### config.mk
export PLATFORM = sky130hd
export DESIGN_NAME = pmds_cfg
export DESIGN_NICKNAME = d
export VERILOG_FILES = /design/src/rtl/pm_reading_display_smoother_top_defines.svh /design/src/rtl/pmds_pkg.sv /design/src/rtl/pmds_cfg.sv
export SDC_FILE = /design/constraint.sdc
export NUM_CORES = 1
export LEC_CHECK = 0
export BUFFER_PORTS_ARGS = -buffer_cell sky130_fd_sc_hd__buf_2
export CORE_MARGIN = 5
export CORE_UTILIZATION = 46
export DETAILED_ROUTE_END_ITERATION = 16
export PLACE_DENSITY_LB_ADDON = 0.3
export SETUP_SLACK_MARGIN = 0.2
export SYNTH_ARGS = -nofsm -noshare
export SYNTH_HDL_FRONTEND = slang
export SYNTH_SLANG_ARGS = --single-unit
### constraint.sdc
create_clock -name clk -period 0.8 [get_ports clk]
set_input_delay 0.08 -clock clk [delete_from_list [all_inputs] [get_ports clk]]
set_output_delay 0.08 -clock clk [all_outputs]
set_load 0.1 [all_outputs]
### src/rtl/pm_reading_display_smoother_top_defines.svh
// ----------------------------------------------------------------------------
// pm reading display smoother assertion macros
// shared property forms used by the smoother rtl
// ----------------------------------------------------------------------------
`ifndef PM_READING_DISPLAY_SMOOTHER_TOP_DEFINES_SVH
`define PM_READING_DISPLAY_SMOOTHER_TOP_DEFINES_SVH

// same-cycle implication, disabled while in reset
`define PMDS_ASSERT_IMPLY(label, clk, rst_n, ante, cons, msg) \
	label: assert property (@(posedge clk) disable iff (!rst_n) (ante) |-> (cons)) \
		else $error(msg);

// next-cycle implication, disabled while in reset
`define PMDS_ASSERT_NEXT(label, clk, rst_n, ante, cons, msg) \
	label: assert property (@(posedge clk) disable iff (!rst_n) (ante) |=> (cons)) \
		else $error(msg);

`endif

### src/rtl/pmds_pkg.sv
// ----------------------------------------------------------------------------
// pmds_pkg
// types and constants of the pm reading display smoother
// ----------------------------------------------------------------------------
`default_nettype none

package pmds_pkg;

	localparam int SAMPLE_W  = 16;
	localparam int SECONDS_W = 32;
	localparam int DISPLAY_W = 16;
	localparam int CFG_IDX_W = 3;
	localparam int CFG_DATA_W = 16;

	// register indexes of the configuration port
	localparam logic [CFG_IDX_W-1:0] CFG_SAMPLE_INTERVAL = 3'd0;
	localparam logic [CFG_IDX_W-1:0] CFG_RUN_WINDOW      = 3'd1;
	localparam logic [CFG_IDX_W-1:0] CFG_STOP_WINDOW     = 3'd2;
	localparam logic [CFG_IDX_W-1:0] CFG_STANDBY_PERIOD  = 3'd3;
	localparam logic [CFG_IDX_W-1:0] CFG_EARLY_UPTIME    = 3'd4;
	localparam logic [CFG_IDX_W-1:0] CFG_DISPLAY_FLOOR   = 3'd5;

	// run mode codes
	localparam logic [1:0] MODE_STANDBY = 2'd0;
	localparam logic [1:0] MODE_RUNNING = 2'd1;

	typedef struct packed {
		logic [SECONDS_W-1:0] now_seconds;
		logic [SAMPLE_W-1:0]  pm_sample;
		logic [1:0]           op_mode;
		logic [SECONDS_W-1:0] start_seconds;
		logic [SECONDS_W-1:0] stop_seconds;
	} tick_t;

	typedef struct packed {
		logic [DISPLAY_W-1:0] display_value;
		logic                 sample_taken;
	} result_t;

	typedef struct packed {
		logic [7:0]  sample_interval;
		logic [15:0] run_window;
		logic [15:0] stop_window;
		logic [15:0] standby_period;
		logic [15:0] early_uptime;
		logic [15:0] display_floor;
	} cfg_t;

endpackage

`default_nettype wire

### src/rtl/pmds_cfg.sv
// ----------------------------------------------------------------------------
// pmds_cfg
// configuration register file of the display smoother
// ----------------------------------------------------------------------------
`default_nettype none

module pmds_cfg (
	input  wire logic                                 clk,
	input  wire logic                                 arst_n,
	input  wire logic                                 cfg_we,
	input  wire logic [pmds_pkg::CFG_IDX_W-1:0]       cfg_index,
	input  wire logic [pmds_pkg::CFG_DATA_W-1:0]      cfg_wdata,
	output pmds_pkg::cfg_t                            cfg
);

	pmds_pkg::cfg_t cfg_q;

	always_ff @(posedge clk or negedge arst_n) begin
		if (!arst_n) begin
			cfg_q.sample_interval <= 8'd2;
			cfg_q.run_window      <= 16'd60;
			cfg_q.stop_window     <= 16'd600;
			cfg_q.standby_period  <= 16'd900;
			cfg_q.early_uptime    <= 16'd180;
			cfg_q.display_floor   <= 16'd2;
		end else if (cfg_we) begin
			unique case (cfg_index)
				pmds_pkg::CFG_SAMPLE_INTERVAL: cfg_q.sample_interval <= cfg_wdata[7:0];
				pmds_pkg::CFG_RUN_WINDOW:      cfg_q.run_window      <= cfg_wdata;
				pmds_pkg::CFG_STOP_WINDOW:     cfg_q.stop_window     <= cfg_wdata;
				pmds_pkg::CFG_STANDBY_PERIOD:  cfg_q.standby_period  <= cfg_wdata;
				pmds_pkg::CFG_EARLY_UPTIME:    cfg_q.early_uptime    <= cfg_wdata;
				pmds_pkg::CFG_DISPLAY_FLOOR:   cfg_q.display_floor   <= cfg_wdata;
				default: begin
				end
			endcase
		end
	end

	assign cfg = cfg_q;

endmodule

`default_nettype wire

==> impl_metrics.tcl, run 1 <==
set metrics [dict create \
    cts_root_buffer "clkbuf_8" \
    netlist_area_um2 3530 \
    hpwl_um 7630 \
    syn_area_per_cell_um2 18.5 \
    h-tree-depth 3 \
    synth-seq-cells 88 \
    clock_sinks 88 \
    clockBufferDepth 2 \
    synthDominantCellAreaShare 0.496 \
    status "did not finish" \
    yosysSeqAreaShare 0.630 \
    netlist_instances 191 \
    dieWidth_um 97.6 \
    io_buffers 109 \
    haltStage "clock tree synthesis" \
    post_cts_buffers 22 \
    yosysTopAreaCell "dfrtp_1" \
    ys_types 9 \
    syn-num-nets 213 \
    synth_area_leaders "dfrtp_1, mux2_2, dfstp_2" \
    die_h_um 97.6 \
    ioPinCount 110 \
    cts_resized 108 \
    cts_made_buffers 9 \
    gp_congestion 0.756 \
    stop_error "[ERROR DPL-0033] detailed placement checks failed during check placement." \
    floorplan.rows 32 \
    start_util 0.464 \
    ys_warn_count 0 \
]
## synthesized netlist by cell type
library cell,instances
and4bb_1,3
buf_12,3
buf_6,6
dfrtp_1,70
dfstp_2,18
mux2_2,63
mux2_4,25
nand4b_2,2
nor4b_4,1
## cells by family after synthesis
logic type | synth area share
AND/OR/NAND/NOR | 0.0259
flip-flops | 0.630
multiplexers | 0.307
buffers and inverters | 0.0362
## stage by stage
stage	setup WS [ns]	area (um^2)	hold WS, ns	utilization	cells
global placement	-0.392	6540	-0.0410	0.859	470
floorplan	-0.336	3960	-0.216	-	191
detailed placement	-0.455	6540	-0.0340	0.859	470
==> inputs of run 2 (changes only) <==
Settings changed: CORE_UTILIZATION 46 to 40, PLACE_DENSITY_LB_ADDON 0.3 to 0.15, SETUP_SLACK_MARGIN 0.2 to default.
Clock period 0.8 ns to 1 ns, I/O delays scaled along.
==> run 2 against run 1 <==
The flow now finishes, with violations (negative setup slack). Synthesized cell count is the same. Area after synthesis did not move.
==> impl_metrics.tcl, run 2 <==
set metrics [dict create \
    place_ws_ns -0.268 \
    netlist_instances 191 \
    p_seq_frac 0.297 \
    powerDensity_nw_per_um2 3060 \
    hp-class "in2reg" \
    final_common_cell "buf_12" \
    register_area_um2 2450 \
    ff2ff_path_depth 2 \
    drt-initial-drc-count 41 \
    ys_types 9 \
    clockBufferDepth 2 \
    antenna_found_initial 0 \
    min_period_ns 1.27 \
    path_cells "buf_12" \
    synth_common_cells "dfrtp_1, mux2_2, mux2_4, dfstp_2, buf_6" \
    fmax_mhz 787 \
    io_buffers 109 \
    synth-edff-count 0 \
    power_frac_comb 0.567 \
    post-synth-top-count-cell "dfrtp_1" \
    violations "negative setup slack" \
    crit_family "flip-flops" \
    p_sw_frac 0.464 \
    fp.coreArea_um2 8680 \
    yosysTopAreaCell "dfrtp_1" \
    ioPinCount 110 \
    grt_usage 0.174 \
    startpoint_type "register" \
    yosysSeqAreaShare 0.630 \
    syn_area_per_cell_um2 18.5 \
    wirelength_um 8900 \
    area_growth_syn_to_layout_pct 78.1 \
    ys_warn_count 0 \
    clkPwrFrac 0.135 \
    cp_slowest_cell "dfstp_4" \
    nets 356 \
    worst_ep_arrival_time_ns 1.17 \
    dieArea_um2 10800 \
    hpwl_um 6580 \
    setup_viol 88 \
    synthArstFlopShare 1.00 \
    holdPathStages 2 \
    cts_tree "built" \
    drv_cap 0 \
    critPathMaxStageDelay_ns 0.65 \
    crit_fanout 2 \
    h-tree-depth 3 \
    insertion_delay_ns 0.35 \
    status "complete, but fails checks" \
    p_int_mw 10.3 \
    synth_area_leaders "dfrtp_1, mux2_2, dfstp_2" \
    synthDominantCellAreaShare 0.496 \
    netlist_area_um2 3530 \
    path_buf_inv 1 \
    wl_per_cell_um 19.9 \
    floorplan.rows 34 \
    dieWidth_um 104 \
    switchingPower_mw 8.94 \
    overflow 0 \
    route.detailed.drc 0 \
    timing_worst_slew_pin_value_ns 0.243 \
    dp.cells 416 \
    synth-seq-cells 88 \
    via_per_inst 4.78 \
    synthFlopType "dfrtp_1" \
    diodes 0 \
    syn-num-nets 213 \
    hold_viol 0 \
    tns_ns -9.93 \
    dr.pass1.iters 4 \
    grt_max_degree 25 \
    grt_pass1_vias 2470 \
    final_cell_mix "buf_12, mux2_4, dfrtp_2, mux2_2, dfrtp_4" \
    worstSetupEndpointType "output port" \
    fillCellCount 556 \
    clock_sinks 88 \
    worst-setup-path-type "reg2out" \
    period_share 1.27 \
    power.leakage_nw 2.75 \
    gp_congestion 0.692 \
    cts_root_buffer "clkbuf_8" \
    drive_gt1_frac 0.988 \
    stdcell_count 447 \
    cp_data_required_time_ns 0.90 \
    clk_pin_slew_ns 0.09 \
    start_util 0.407 \
    rsz0062_at_grt "yes" \
    vias 2135 \
    cp.depth 1 \
    relSlewSlack 0.838 \
    ant_nets 0 \
    worst_slack_ns -0.271 \
    ir_worst_vdd_mv 1.63 \
    largest_register_ffs 88 \
    grt_first_pass_wirelength_um 14800 \
    skew_ns 0 \
    cts_made_buffers 9 \
    multi_input_area_um2 1280 \
    die_h_um 104 \
    slew_viol_final 0 \
    fin_util 0.724 \
]
-- run 2: cell counts after synthesis --
Identical to the previous run, type by type.
-- run 2: timing repair --
action	4_1_cts	5_1_grt
hold endpoints to repair	72	0
gates resized for setup	0	3
endpoints found under the setup margin	88	90
setup buffers	10	4
hold buffers	1	0
-- run 2: cell type report --
| cell class | count | share of cell area |
|---|---|---|
| clock buffers | 12 | 0.0263 |
| clock inverters | 4 | 0.00816 |
| multi-input cells | 94 | 0.204 |
| flip-flops and latches | 88 | 0.390 |
| well taps | 108 | 0.0215 |
| repair buffers | 141 | 0.350 |
-- run 2: cells by family (layout without fill, tap and decap cells) --
kind of cell / Yosys count / count (layout) / synth area share
and+or+nand+nor: 6 / 6 / 0.0259
DFF: 88 / 88 / 0.630
muxes: 88 / 88 / 0.307
buffers and inverters: 9 / 157 / 0.0362
-- run 2: metrics by stage --
stage	hold slack (ns)	power, mW	cell area [um^2]
2_1_floorplan	-0.196	12.2	3870
3_3_place_gp	-0.0375	16.5	5940
3_5_place_dp	-0.0354	16.6	5940
4_1_cts	0.0259	19.3	6240
5_1_grt	0.0266	19.9	6280
6_report	0.0419	19.2	6280
-- run 2: path summary, 6_finish.rpt --
path                                        to                 from  slack, ns
max reg2reg                cfg[19]$_DFFE_PN0P_  cfg[19]$_DFFE_PN0P_          0
min                        cfg[28]$_DFFE_PN0P_        cfg_wdata[12]       0.04
min reg2reg                 cfg[9]$_DFFE_PN0P_   cfg[9]$_DFFE_PN0P_       0.56
min in group asynchronous   cfg[5]$_DFFE_PN0P_               arst_n       0.14
max                                    cfg[23]  cfg[23]$_DFFE_PN1P_      -0.27
max in group asynchronous  cfg[67]$_DFFE_PN1P_               arst_n       0.36
-- run 2: layer usage --
metal / track usage / share of wire
met1: 0.231 / 0.44
met2: 0.269 / 0.48
met4: 0.0527 / 0.0097
met5: 0 / 0
met3: 0.0590 / 0.067
-- run 2: power by group through the flow --
stage / combinational [mW] / sequential, mW / clock (mW)
5_1_grt: 11.2 / 5.84 / 2.85
3_5_place_dp: 10.8 / 5.80 / 0
4_1_cts: 10.9 / 5.72 / 2.67
2_1_floorplan: 1.06 / 11.2 / 0
6_report: 10.9 / 5.72 / 2.61
3_3_place_gp: 10.7 / 5.77 / 0
Note: power is estimated with default switching activity, not from simulation.
